[src/hw/rtl/pmt_pkg.sv]
// ----------------------------------------------------------------------------
// pmt_pkg
// shared types and constants for the mouse packet tracker
// ----------------------------------------------------------------------------
`default_nettype none

package pmt_pkg;

    localparam int BYTE_W  = 8;
    localparam int MOVE_W  = 9;
    localparam int POS_W   = 10;
    localparam int BTN_W   = 3;
    localparam int CIDX_W  = 2;
    localparam int IN_TDATA_W  = 8;
    localparam int OUT_TDATA_W = 48;

    // bit positions within the head byte
    localparam int SYNC_POS  = 3;
    localparam int XSIGN_POS = 4;
    localparam int YSIGN_POS = 5;

    // register indexes
    localparam logic [CIDX_W-1:0] CFG_X_LIMIT = 2'd0;
    localparam logic [CIDX_W-1:0] CFG_Y_LIMIT = 2'd1;

    localparam logic [POS_W-1:0] X_LIMIT_RST = 10'd639;
    localparam logic [POS_W-1:0] Y_LIMIT_RST = 10'd199;

    // one-hot byte phase
    typedef enum logic [2:0] {
        PH_HEAD   = 3'b001,
        PH_SECOND = 3'b010,
        PH_THIRD  = 3'b100
    } phase_t;

    // decoded packet, valid only when done is set
    typedef struct packed {
        logic                     done;
        logic [BTN_W-1:0]         buttons;
        logic signed [MOVE_W-1:0] move_x;
        logic signed [MOVE_W-1:0] move_y;
    } pmt_pkt_t;

endpackage

`default_nettype wire

[src/hw/rtl/ps2_mouse_packet_tracker.sv]
// ----------------------------------------------------------------------------
// ps2_mouse_packet_tracker
// frames ps/2 mouse bytes into packets and tracks a clamped pointer position
// ----------------------------------------------------------------------------
// usage:
//   bytes from the mouse enter on the s_ channel, one byte per word. every
//   third byte of a framed packet produces one word on the m_ channel with
//   the buttons, the signed movements and the clamped pointer position.
//   a first byte with bit 3 clear is dropped so framing can resync. cfg_ready
//   is always high. limits go in on cfg_ (index 0 x, 1 y); the user must write
//   them only while the block is idle, which the block does not enforce.
// throughput:
//   one byte is accepted per cycle while m_ is not stalled. a byte is decoded
//   and clamped while it sits in the input register, and the result word is
//   registered for m_ when the last byte of the packet leaves that register.
// reset:
//   limits return to 639 and 199, cursor to 0,0, framing waits for a head.
// stall:
//   when m_tready is low with a result pending, the input register holds
//   and s_tready drops once it is full; nothing is lost or repeated.
// ----------------------------------------------------------------------------
`default_nettype none

module ps2_mouse_packet_tracker
(
    input  wire logic                                clk,
    input  wire logic                                rst_n,
    // slave byte stream
    input  wire logic                                s_tvalid,
    output logic                                     s_tready,
    input  wire logic [pmt_pkg::IN_TDATA_W-1:0]      s_tdata,   // [7:0] rx_byte
    // master result stream
    output logic                                     m_tvalid,
    input  wire logic                                m_tready,
    // [2:0] button_bits, [11:3] move_x, [20:12] move_y, [30:21] pos_x,
    // [40:31] pos_y, [47:41] zero
    output logic [pmt_pkg::OUT_TDATA_W-1:0]          m_tdata,
    // configuration writes
    input  wire logic                                cfg_valid,
    output logic                                     cfg_ready,
    input  wire logic [pmt_pkg::CIDX_W-1:0]          cfg_index,
    input  wire logic [pmt_pkg::POS_W-1:0]           cfg_data
);
    import pmt_pkg::*;

    localparam int PAD_W = OUT_TDATA_W - (BTN_W + 2 * MOVE_W + 2 * POS_W);

    // input register
    logic              in_valid_reg;
    logic [BYTE_W-1:0] in_byte_reg;

    // limit registers
    logic [POS_W-1:0]  x_limit_reg, y_limit_reg;

    // result register
    logic                      out_valid_reg;
    logic [BTN_W-1:0]          out_btn_reg;
    logic signed [MOVE_W-1:0]  out_mx_reg, out_my_reg;
    logic [POS_W-1:0]          out_px_reg, out_py_reg;

    logic              advance;
    pmt_pkt_t          pkt;
    logic [POS_W-1:0]  pos_x_next, pos_y_next;

    // the held byte moves on when the result register is free or draining
    assign advance  = in_valid_reg && (!out_valid_reg || m_tready);
    assign s_tready = !in_valid_reg || advance;

    always_ff @(posedge clk or negedge rst_n)
    begin
        if (!rst_n)
            in_valid_reg <= 1'b0;
        else if (s_tready)
            in_valid_reg <= s_tvalid;
    end

    always_ff @(posedge clk)
    begin
        if (s_tready && s_tvalid)
            in_byte_reg <= s_tdata[BYTE_W-1:0];
    end

    // configuration
    assign cfg_ready = 1'b1;

    always_ff @(posedge clk or negedge rst_n)
    begin
        if (!rst_n)
        begin
            x_limit_reg <= X_LIMIT_RST;
            y_limit_reg <= Y_LIMIT_RST;
        end
        else if (cfg_valid)
        begin
            unique case (cfg_index)
                CFG_X_LIMIT: x_limit_reg <= cfg_data;
                CFG_Y_LIMIT: y_limit_reg <= cfg_data;
                default:     ;
            endcase
        end
    end

    pmt_framer u_framer
    (
        .clk     (clk),
        .rst_n   (rst_n),
        .step    (advance),
        .rx_byte (in_byte_reg),
        .pkt     (pkt)
    );

    pmt_cursor u_cursor
    (
        .clk        (clk),
        .rst_n      (rst_n),
        .step       (advance && pkt.done),
        .move_x     (pkt.move_x),
        .move_y     (pkt.move_y),
        .x_limit    (x_limit_reg),
        .y_limit    (y_limit_reg),
        .pos_x_next (pos_x_next),
        .pos_y_next (pos_y_next)
    );

    // result register
    always_ff @(posedge clk or negedge rst_n)
    begin
        if (!rst_n)
            out_valid_reg <= 1'b0;
        else if (advance)
            out_valid_reg <= pkt.done;
        else if (m_tready)
            out_valid_reg <= 1'b0;
    end

    always_ff @(posedge clk)
    begin
        if (advance && pkt.done)
        begin
            out_btn_reg <= pkt.buttons;
            out_mx_reg  <= pkt.move_x;
            out_my_reg  <= pkt.move_y;
            out_px_reg  <= pos_x_next;
            out_py_reg  <= pos_y_next;
        end
    end

    assign m_tvalid = out_valid_reg;
    assign m_tdata  = {{PAD_W{1'b0}}, out_py_reg, out_px_reg,
                       out_my_reg, out_mx_reg, out_btn_reg};

endmodule

`default_nettype wire

[src/hw/rtl/pmt_framer.sv]
// ----------------------------------------------------------------------------
// pmt_framer
// frames mouse bytes into three-byte packets and decodes movement
// ----------------------------------------------------------------------------
`default_nettype none

module pmt_framer
(
    input  wire logic                        clk,
    input  wire logic                        rst_n,
    input  wire logic                        step,
    input  wire logic [pmt_pkg::BYTE_W-1:0]  rx_byte,
    output pmt_pkg::pmt_pkt_t                pkt
);
    import pmt_pkg::*;

    phase_t             phase_reg, phase_next;
    logic [BYTE_W-1:0]  head_reg, head_next;
    logic [BYTE_W-1:0]  second_reg, second_next;

    always_comb
    begin
        phase_next  = phase_reg;
        head_next   = head_reg;
        second_next = second_reg;
        pkt.done    = 1'b0;
        pkt.buttons = head_reg[BTN_W-1:0];
        pkt.move_x  = {head_reg[XSIGN_POS], second_reg};
        pkt.move_y  = {head_reg[YSIGN_POS], rx_byte};
        unique case (phase_reg)
            PH_SECOND:
            begin
                second_next = rx_byte;
                phase_next  = PH_THIRD;
            end
            PH_THIRD:
            begin
                pkt.done   = 1'b1;
                phase_next = PH_HEAD;
            end
            default:
            begin
                // resync: drop bytes without the always-one bit
                if (rx_byte[SYNC_POS])
                begin
                    head_next  = rx_byte;
                    phase_next = PH_SECOND;
                end
            end
        endcase
    end

    always_ff @(posedge clk or negedge rst_n)
    begin
        if (!rst_n)
        begin
            phase_reg  <= PH_HEAD;
            head_reg   <= '0;
            second_reg <= '0;
        end
        else if (step)
        begin
            phase_reg  <= phase_next;
            head_reg   <= head_next;
            second_reg <= second_next;
        end
    end

endmodule

`default_nettype wire

[src/hw/rtl/pmt_cursor.sv]
// ----------------------------------------------------------------------------
// pmt_cursor
// pointer position accumulator with clamping to configured limits
// ----------------------------------------------------------------------------
`default_nettype none

module pmt_cursor
(
    input  wire logic                               clk,
    input  wire logic                               rst_n,
    input  wire logic                               step,
    input  wire logic signed [pmt_pkg::MOVE_W-1:0]  move_x,
    input  wire logic signed [pmt_pkg::MOVE_W-1:0]  move_y,
    input  wire logic [pmt_pkg::POS_W-1:0]          x_limit,
    input  wire logic [pmt_pkg::POS_W-1:0]          y_limit,
    output logic [pmt_pkg::POS_W-1:0]               pos_x_next,
    output logic [pmt_pkg::POS_W-1:0]               pos_y_next
);
    import pmt_pkg::*;

    localparam int SUM_W = POS_W + 2;

    logic [POS_W-1:0]        cur_x_reg, cur_y_reg;
    logic signed [SUM_W-1:0] sum_x, sum_y;

    // x adds dx, y subtracts dy (screen y grows downward)
    assign sum_x = $signed({2'b00, cur_x_reg}) + SUM_W'(move_x);
    assign sum_y = $signed({2'b00, cur_y_reg}) - SUM_W'(move_y);

    always_comb
    begin
        if (sum_x < 0)
            pos_x_next = '0;
        else if (sum_x > $signed({2'b00, x_limit}))
            pos_x_next = x_limit;
        else
            pos_x_next = sum_x[POS_W-1:0];

        if (sum_y < 0)
            pos_y_next = '0;
        else if (sum_y > $signed({2'b00, y_limit}))
            pos_y_next = y_limit;
        else
            pos_y_next = sum_y[POS_W-1:0];
    end

    always_ff @(posedge clk or negedge rst_n)
    begin
        if (!rst_n)
        begin
            cur_x_reg <= '0;
            cur_y_reg <= '0;
        end
        else if (step)
        begin
            cur_x_reg <= pos_x_next;
            cur_y_reg <= pos_y_next;
        end
    end

endmodule

`default_nettype wire
[config.mk]
export PLATFORM = sky130hd
export DESIGN_NAME = ps2_mouse_packet_tracker
export DESIGN_NICKNAME = d
export VERILOG_FILES = /design/src/hw/rtl/pmt_pkg.sv /design/src/hw/rtl/ps2_mouse_packet_tracker.sv /design/src/hw/rtl/pmt_framer.sv /design/src/hw/rtl/pmt_cursor.sv
export SDC_FILE = /design/constraint.sdc
export NUM_CORES = 1
export LEC_CHECK = 0
export ABC_AREA = 1
export BUFFER_PORTS_ARGS = -buffer_cell sky130_fd_sc_hd__buf_2
export CAP_MARGIN = 20
export CORE_MARGIN = 1
export CORE_UTILIZATION = 59
export CTS_CLUSTER_SIZE = 10
export DETAILED_ROUTE_END_ITERATION = 8
export PLACE_DENSITY_LB_ADDON = 0.25
export SLEW_MARGIN = 10
export SYNTH_ARGS = -nofsm -noshare
export SYNTH_HDL_FRONTEND = slang
export SYNTH_HIERARCHICAL = 1
export SYNTH_SLANG_ARGS = --single-unit
[constraint.sdc]
create_clock -name clk -period 5.4 [get_ports clk]
set_input_delay 0.27 -clock clk [delete_from_list [all_inputs] [get_ports clk]]
set_output_delay 0.27 -clock clk [all_outputs]
set_load 0.05 [all_outputs]
==> results of run 1 <==
cell type report:
| cell class | count | area, sq um |
|---|---|---|
| fillers | 825 | 3287 |
| flip-flops and latches | 107 | 2940 |
| multi-input cells | 472 | 2611 |
| inverters | 112 | 420.4 |
| repair buffers | 70 | 357.8 |
| well taps | 133 | 166.4 |
| clock buffers | 12 | 145.1 |
| clock inverters | 4 | 26.28 |
worst min path at each step:
stage	startpoint	to	cells past startpoint
floorplan	rst_n	in_valid_reg	0
global placement	u_framer/head_reg[1]	out_btn_reg[1]	0
detailed placement	u_framer/head_reg[1]	out_btn_reg[1]	0
CTS	s_tdata[6]	in_byte_reg[6]	1
global route	s_tdata[2]	in_byte_reg[2]	1
finish	rst_n	u_cursor/cur_x_reg[6]	2
stage by stage:
stage	worst slack, ns	util (%)	instance area [sq um]	hold WS [ns]
floorplan	0.9651	-	6191	-0.02559
global placement	1.972	65.26	6496	0.4372
detailed placement	1.857	65.26	6496	0.4414
CTS	1.860	66.98	6668	0.04894
global route	1.575	66.98	6668	0.04734
finish	1.810	66.98	6668	0.04954
routing by layer:
layer	track usage (%)	vias up
met5	0	-
met4	13.27	0
met3	4.073	42
met2	44.00	136
met1	30.90	2272
li1	-	2409
cells by family after synthesis:
family	after synthesis
flops	107
simple gates	352
fa+ha+maj	44
compound gates	53
buf+inv	145
other cells	2
xor+xnor	15
synthesized netlist by cell type:
master                       n
sky130_fd_sc_hd__a211oi_1    2
sky130_fd_sc_hd__a21oi_1    21
sky130_fd_sc_hd__a31o_2      2
sky130_fd_sc_hd__a31oi_1     1
sky130_fd_sc_hd__a41oi_2     2
sky130_fd_sc_hd__and3_1      1
sky130_fd_sc_hd__buf_1       2
sky130_fd_sc_hd__buf_2       2
sky130_fd_sc_hd__buf_4      22
sky130_fd_sc_hd__buf_6       2
sky130_fd_sc_hd__clkbuf_1    5
sky130_fd_sc_hd__clkinv_1    1
sky130_fd_sc_hd__conb_1      2
sky130_fd_sc_hd__dfrtp_1    44
sky130_fd_sc_hd__dfstp_2    14
sky130_fd_sc_hd__edfxtp_1   49
sky130_fd_sc_hd__fa_1        2
sky130_fd_sc_hd__ha_1       42
sky130_fd_sc_hd__inv_1     109
sky130_fd_sc_hd__inv_2       2
sky130_fd_sc_hd__nand2_1   216
sky130_fd_sc_hd__nand2_2     4
sky130_fd_sc_hd__nand3_1    44
sky130_fd_sc_hd__nand3_2     3
sky130_fd_sc_hd__nand3_4     2
sky130_fd_sc_hd__nand4_1    36
sky130_fd_sc_hd__nor2_1     43
sky130_fd_sc_hd__nor2_2      1
sky130_fd_sc_hd__nor2_4      1
sky130_fd_sc_hd__nor3_1      1
sky130_fd_sc_hd__o211ai_1    2
sky130_fd_sc_hd__o21a_1      1
sky130_fd_sc_hd__o21ai_0     6
sky130_fd_sc_hd__o21ai_1     5
sky130_fd_sc_hd__o21ai_2     6
sky130_fd_sc_hd__o21bai_1    4
sky130_fd_sc_hd__o22ai_1     1
sky130_fd_sc_hd__xnor2_1     5
sky130_fd_sc_hd__xor2_1     10
worst max-delay path, stage by stage, from the launching register on:
cell and delay, ns:
sky130_fd_sc_hd__edfxtp_1 0.40, sky130_fd_sc_hd__inv_1 0.06, sky130_fd_sc_hd__ha_1 0.35, sky130_fd_sc_hd__a21oi_1 0.16, sky130_fd_sc_hd__nand2_1 0.13, sky130_fd_sc_hd__a31o_2 0.24
sky130_fd_sc_hd__xnor2_1 0.30, sky130_fd_sc_hd__inv_1 0.09, sky130_fd_sc_hd__ha_1 0.30, sky130_fd_sc_hd__a21oi_1 0.15, sky130_fd_sc_hd__nor2_1 0.05, sky130_fd_sc_hd__a211oi_1 0.20
sky130_fd_sc_hd__o211ai_1 0.11, sky130_fd_sc_hd__inv_1 0.06, sky130_fd_sc_hd__nand2_1 0.23, sky130_fd_sc_hd__nand2_2 0.28, sky130_fd_sc_hd__nand2_1 0.09, sky130_fd_sc_hd__and3_1 0.15
where the power goes:
| group | internal [mW] | leakage [nW] | switching, mW |
|---|---|---|---|
| Sequential | 1.15 | 1.16 | 0.140 |
| Clock | 0.179 | 0.0763 | 0.268 |
| Combinational | 0.780 | 2.23 | 1.68 |
| Total | 2.11 | 3.47 | 2.08 |
==> reports/results.env, run 1 <==
RUN_STATUS='completed'
TOTALNEGATIVESETUPSLACK_NS=0
PLACED_CELLS_INCL_TAPS=894
CRITICAL_PATH.REG2REG.ENDPOINT='out_py_reg[0]'
UNREPAIRED_SETUP_ENDPOINTS_AFTER_GLOBAL_ROUTING='no'
HOLD_PATH.CLASS='in2async'
WIRELENGTH_MICRONS=13100
CTS_TREE='yes'
START_UTIL_PCT=61.97
SYNTH_AREA_SQ_MM=0.006168
MET1WIRELENGTH_MICRONS=5547
MAIN_COMBINATIONAL_CELL_FAMILY_BY_AREA_AFTER_SYNTHESIS='simple AND/OR/NAND/NOR gates'
TIMING.FINAL.CRIT_PERIOD_NS=3.590
GROUTE.USAGE.OVERALL_PCT=25.54
SYNTH-COMPOUND-AREA-SHARE_PCT=5.558
SETUP.WORST_PATH.END='out_py_reg[0]'
TOP_LEVEL_PORTS=76
POST_SYNTH_XOR_AREA_FRACTION_PCT=2.130
SYN_INST=718
CP-END-KIND='flop'
HOLD_BUFS_INSERTED_AFTER_CTS=0
SYNTH_MUX_AREA_SHARE_PCT=0
LAYOUTNONFILLERINSTCOUNT=910
IR_DROP_uV=340.4
POWER_DENSITY_mW_PER_MM2=628.3
DIE_AREA_SQ_MM=0.01087
ROUTE.VIAS.TOTAL=4859
CTS-ROOT-BUF='sky130_fd_sc_hd__clkbuf_8'
POST_SYNTH_NUM_CELL_TYPES=39
RELATIVE_SLEW_MARGINS_PCT=48.68
MAXCAPVIOLATIONS=0
CTS_BUFFERS=9
DETAIL_ROUTE.FIRST_PASS.ITERATIONS=5
FLOORPLAN.DIE.HEIGHT_MICRONS=104.3
N_ANTENNA_CELL=0
NUMBER_OF_GATES_RESIZED_AFTER_CTS=0
SYNTH-SEQ-AREA-SHARE_PCT=47.67
SYNTH_AREA_LEADERS='sky130_fd_sc_hd__edfxtp_1 24%, sky130_fd_sc_hd__dfrtp_1 18%, sky130_fd_sc_hd__nand2_1 13%'
SYNTHSIMPLEGATEAREAFRAC_PCT=24.91
TIMING.CRITICAL_PATH.FROM='in_byte_reg[2]'
VIAS_IN_THE_FIRST_GLOBAL_ROUTE=4710
ROWS=36
CLOCK_INSERTION_DELAY_WORST_SKEW_NS=0.38
FINALCRITPERIODSHARE_PCT=66.49
REG2REG_PATH_DEPTH=17
POWER.LEAKAGE_nW=3.474
TOTAL_POWER_mW=4.189
FINISH.NET_COUNT=841
FINAL_COMMON_CELL='sky130_fd_sc_hd__nand2_1'
POST-DP-HPWL_MICRONS=9786
SETUP_VIOL=0
WORSTPATHMAXFANOUT=11
SYNTH_ADDER_AREA_SHARE_PCT=9.168
ROUTE.MET3.WL_MICRONS=523
SYNTH_TOP_AREA_SHARE_PCT=23.85
CTS_SINKS=107
CP.REQUIRED_NS=5.54
PLACE.GP.CONGESTION=0.8784
ANT_NETS=0
WORSTPATHARRIVAL_NS=3.73
POST_CTS_BUFFERS=0
WL_MET2_MICRONS=6523
START_KIND='flop'
YOSYS_TOP_CELL_BY_AREA='sky130_fd_sc_hd__edfxtp_1'
CLK_PIN_SLEW_WORST_PATHS_NS=0.10
FINAL_HOLD_VIOL_COUNT=0
GRT_ANTENNA_BEFORE_REPAIR=0
NUMBER_OF_FLIP_FLOPS_AND_LATCHES_IN_THE_SYNTHESIZED_NETLIST=107
DETAIL_ROUTE.WL_PER_CELL_MICRONS=14.40
DRIVE_GT1_SHARE_PCT=15.57
DIE_X_MICRONS=104.3
CTS-ROOT-TO-SINK-BUFFERS=2
REGTOREGSTARTPOINT='in_byte_reg[2]'
DRT_ITER0_DRC=296
GRT_FIRST_PASS_WIRELENGTH_MICRONS=21560
TOP_SIGNAL_LAYER_USED='met4'
PLACEABLECOREAREA_SQ_MM=0.009955
REG2REG_SETUP_SLACK_NS=1.81
SYNTHESIS.AREA_PER_INSTANCE_SQ_UM=8.591
YS_WARN_COUNT=6
PATH_CLASS='reg2reg'
HIGHEST_CLOCK_RATE_MHz=278.5
MAXIMUM_NUMBER_OF_PINS_ON_ONE_NET_BEFORE_GLOBAL_ROUTE_REPAIR=59
DRC=0
PORT_BUFFERS=67
GLOBALROUTEOVERFLOWTOTAL=0
WORST_SLEW_PIN_SLEW_NS=0.7698
FINCLKSKEW_NS=0.006875
MOST-COMMON-LAYOUT-CELLS='216 x sky130_fd_sc_hd__nand2_1, 109 x sky130_fd_sc_hd__inv_1, 67 x sky130_fd_sc_hd__buf_2'
TIMING.FINAL.MAX_SLEW_VIOLATIONS=0
VIAS_PER_CELL=5.340
CTS_MAX_LEVEL=3
AREAGROWTHSYNTHTOFINISH_PCT=8.093
(Power assumes the default switching activity.)
==> run 2, diff against run 1 <==
ABC_AREA = 0   (was 1)
clock period = 3.5 ns   (was 5.4 ns; I/O delays follow)
==> run 2 against run 1 <==
Against the previous run:
- the run now ends with setup timing left
- clock-buffer cell count up 1
- sequential share of layout area down 9.2 points
- cell area up 26%
- die area up 7.1%
- routed wire length up 33%
- via count up 12%
- synthesized cell count down 19%
- maximum frequency down 4.3%
- sequential cell count unchanged
- critical endpoint is now out_px_reg[0]
- largest cell class is now multi-input gates
- highest routed layer unchanged
==> reports/results.env, run 2 <==
CTS-ROOT-BUF='sky130_fd_sc_hd__clkbuf_8'
SETUP_VIOL=40
DRT_ITER0_DRC=357
DIE_AREA_SQ_MM=0.01164
FINISH.NET_COUNT=793
FINAL_COMMON_CELL='sky130_fd_sc_hd__buf_4'
UNREPAIRED_SETUP_ENDPOINTS_AFTER_GLOBAL_ROUTING='yes'
CTS_MAX_LEVEL=3
PLACEMENT.CELL_AREA_SQ_MM=0.007480
PLACE.GP.CONGESTION=0.9335
ROUTE.MET3.WL_MICRONS=858
DRC=0
VIOLATED_CHECKS='setup timing'
DETAIL_ROUTE.WL_PER_CELL_MICRONS=20.07
PATH_CLASS='reg2reg'
FINCLKSKEW_NS=0.01033
POST_SYNTH_NUM_CELL_TYPES=84
ROWS=38
POST-DP-HPWL_MICRONS=11480
FINALWORSTSETUPSLACK_NS=-0.2523
YOSYS_TOP_CELL_BY_AREA='sky130_fd_sc_hd__edfxtp_1'
AREAGROWTHSYNTHTOFINISH_PCT=27.21
MOST-COMMON-LAYOUT-CELLS='73 x sky130_fd_sc_hd__buf_4, 67 x sky130_fd_sc_hd__buf_2, 49 x sky130_fd_sc_hd__edfxtp_1'
WIRELENGTH_MICRONS=17440
ROUTE.VIAS.TOTAL=5421
CTS_BUFFERS=9
POSTSYNTH.ASYNCRESETSHARE_PCT=54.21
FINAL_HOLD_VIOL_COUNT=0
DIE_X_MICRONS=107.9
ANT_NETS=0
WL_MET2_MICRONS=9039
YS_WARN_COUNT=6
WORSTPATHARRIVAL_NS=3.87
PORT_BUFFERS=67
RELATIVE_SLEW_MARGINS_PCT=33.67
TIMING.FINAL.MAX_SLEW_VIOLATIONS=0
SYNTH_AREA_SQ_MM=0.006616
PLACEABLECOREAREA_SQ_MM=0.01089
TOP_SIGNAL_LAYER_USED='met4'
CTS_TREE='yes'
TIMING.FINAL.CRIT_PERIOD_NS=3.752
GLOBALROUTEOVERFLOWTOTAL=0
CLOCK_INSERTION_DELAY_WORST_SKEW_NS=0.39
DRIVE_GT1_SHARE_PCT=44.99
MAXCAPVIOLATIONS=0
MET1WIRELENGTH_MICRONS=6873
WORSTPATHMAXFANOUT=7
YOSYS-TOP-CELLS-COUNT='49 x sky130_fd_sc_hd__edfxtp_1, 49 x sky130_fd_sc_hd__inv_1, 44 x sky130_fd_sc_hd__dfrtp_1'
CP-END-KIND='flop'
GRT_FIRST_PASS_WIRELENGTH_MICRONS=25390
FINALCRITPERIODSHARE_PCT=107.2
START_KIND='flop'
AREA_OF_THE_MULTI_INPUT_GATES_SQ_MM=0.003811
NUMBER_OF_FLIP_FLOPS_AND_LATCHES_IN_THE_SYNTHESIZED_NETLIST=107
AREA.SEQUENTIAL_SQ_MM=0.002940
SYNTH-SEQ-AREA-SHARE_PCT=44.44
SYNTH_EDF_COUNT=49
GROUTE.USAGE.OVERALL_PCT=28.80
FILL_CELLS=663
CTS-ROOT-TO-SINK-BUFFERS=2
CTS_SINKS=107
SYN_INST=583
START_UTIL_PCT=60.77
HOLD_PATH.CLASS='in2reg'
WORST_SLEW_PIN_SLEW_NS=0.9949
VIAS_PER_CELL=6.238
VIAS_IN_THE_FIRST_GLOBAL_ROUTE=5182
SYNTH_TOP_AREA_SHARE_PCT=22.24
SYNTHESIS.AREA_PER_INSTANCE_SQ_UM=11.35
SYNTH_AREA_LEADERS='sky130_fd_sc_hd__edfxtp_1 22%, sky130_fd_sc_hd__dfrtp_1 17%, sky130_fd_sc_hd__ha_1 7.9%'
POST-ROUTE-CELL-AREA_SQ_MM=0.008417
YS_DOMINANT_REG_CELL='sky130_fd_sc_hd__edfxtp_1'
RUN_STATUS='finished with violations'
TOP_LEVEL_PORTS=76
PLACE_WORST_SETUP_SLACK_NS=-0.3348
HIGHEST_CLOCK_RATE_MHz=266.5
N_ANTENNA_CELL=0
MAXIMUM_NUMBER_OF_PINS_ON_ONE_NET_BEFORE_GLOBAL_ROUTE_REPAIR=84
WHS_NS=0.03379
DETAIL_ROUTE.FIRST_PASS.ITERATIONS=5
GRT_ANTENNA_BEFORE_REPAIR=0
FLOORPLAN.DIE.HEIGHT_MICRONS=107.9
TOTALNEGATIVESETUPSLACK_NS=-6.208
CLK_PIN_SLEW_WORST_PATHS_NS=0.10
CP.REQUIRED_NS=3.61
-- run 2: changes by cell type after synthesis, moves of 10 or more --
cell and change:
sky130_fd_sc_hd__nand3_1 -27, sky130_fd_sc_hd__o221ai_1 +14, sky130_fd_sc_hd__nand4_1 -27, sky130_fd_sc_hd__nor2_1 -22, sky130_fd_sc_hd__o21ai_0 +14, sky130_fd_sc_hd__inv_1 -60, sky130_fd_sc_hd__nand2_1 -189, sky130_fd_sc_hd__and2_1 +14
sky130_fd_sc_hd__mux2_4 +18, sky130_fd_sc_hd__mux2_2 +10
-- run 2: worst paths after layout --
| kind | startpoint | to | slack, ns | cells after the start |
|---|---|---|---|---|
| max | u_framer/second_reg[3] | out_px_reg[0] | -0.25 | 16 |
| min | cfg_data[5] | y_limit_reg[5] | 0.03 | 2 |
| max reg2reg | u_framer/second_reg[3] | out_px_reg[0] | -0.25 | 16 |
| min reg2reg | u_framer/head_reg[0] | out_btn_reg[0] | 0.47 | 0 |
| max in group asynchronous | rst_n | y_limit_reg[7] | 2.13 | 3 |
| min in group asynchronous | rst_n | u_cursor/cur_y_reg[9] | 0.47 | 2 |
-- run 2: layer usage --
layer  vias to the layer above  track usage, %
met2                       208           50.64
met1                      2704           34.48
met3                        62           4.782
met4                         0           12.82
met5                         -               0
li1                       2447               -
-- run 2: cells by family (layout without fill, tap and decap cells) --
logic type                 Yosys count  in the layout  share of synthesized area (%)
buffers and inverters               82            221                          6.297
other                                2              8                         0.1135
AOI/OAI and AO/OA                  160            161                          20.10
muxes                               35             35                          6.959
xor gates and xnor gates            15             15                          1.986
adders and majority gates           44             44                          8.548
and+or+nand+nor                    138            138                          11.55
DFF                                107            107                          44.44
-- run 2: layout make-up --
type / count / area share [%]
clock buffers: 13 / 2.155
clock inverters: 3 / 0.2973
inverters: 49 / 2.185
multi-input cells: 401 / 45.28
flip-flops and latches: 107 / 34.93
well taps: 140 / 2.081
repair buffers: 156 / 13.07
-- run 2: what timing repair did --
action / 4_1_cts / 5_1_grt
pin swaps: 13 / 55
gates cloned: 0 / 3
gates resized for setup: 31 / 67
setup endpoints to repair: 40 / 40
setup buffers: 8 / 6
hold buffers: 10 / 0
hold endpoints to repair: 46 / 0
-- run 2: stage by stage --
stage	util, %	cells
5_1_grt	77.30	869
4_1_cts	73.36	861
3_3_place_gp	68.70	828
2_1_floorplan	-	589
3_5_place_dp	68.70	828
6_report	77.30	869
-- run 2: critical path, stage by stage (launching register included) --
cell	delay [ns]
sky130_fd_sc_hd__dfrtp_1	0.41
sky130_fd_sc_hd__ha_1	0.33
sky130_fd_sc_hd__and4_1	0.21
sky130_fd_sc_hd__a211o_1	0.33
sky130_fd_sc_hd__nor2_2	0.11
sky130_fd_sc_hd__nor2_1	0.07
sky130_fd_sc_hd__xor2_1	0.28
sky130_fd_sc_hd__ha_1	0.31
sky130_fd_sc_hd__and3_4	0.19
sky130_fd_sc_hd__nand2_1	0.10
sky130_fd_sc_hd__a31oi_2	0.13
sky130_fd_sc_hd__o32ai_4	0.34
sky130_fd_sc_hd__buf_12	0.16
sky130_fd_sc_hd__o41ai_4	0.11
sky130_fd_sc_hd__buf_12	0.18
sky130_fd_sc_hd__o21ai_2	0.13
sky130_fd_sc_hd__a21oi_2	0.07
Power of run 2 is left out: the tool's default activity adds up to more than one toggle a clock period on the data nets, which glitch-free logic cannot reach.
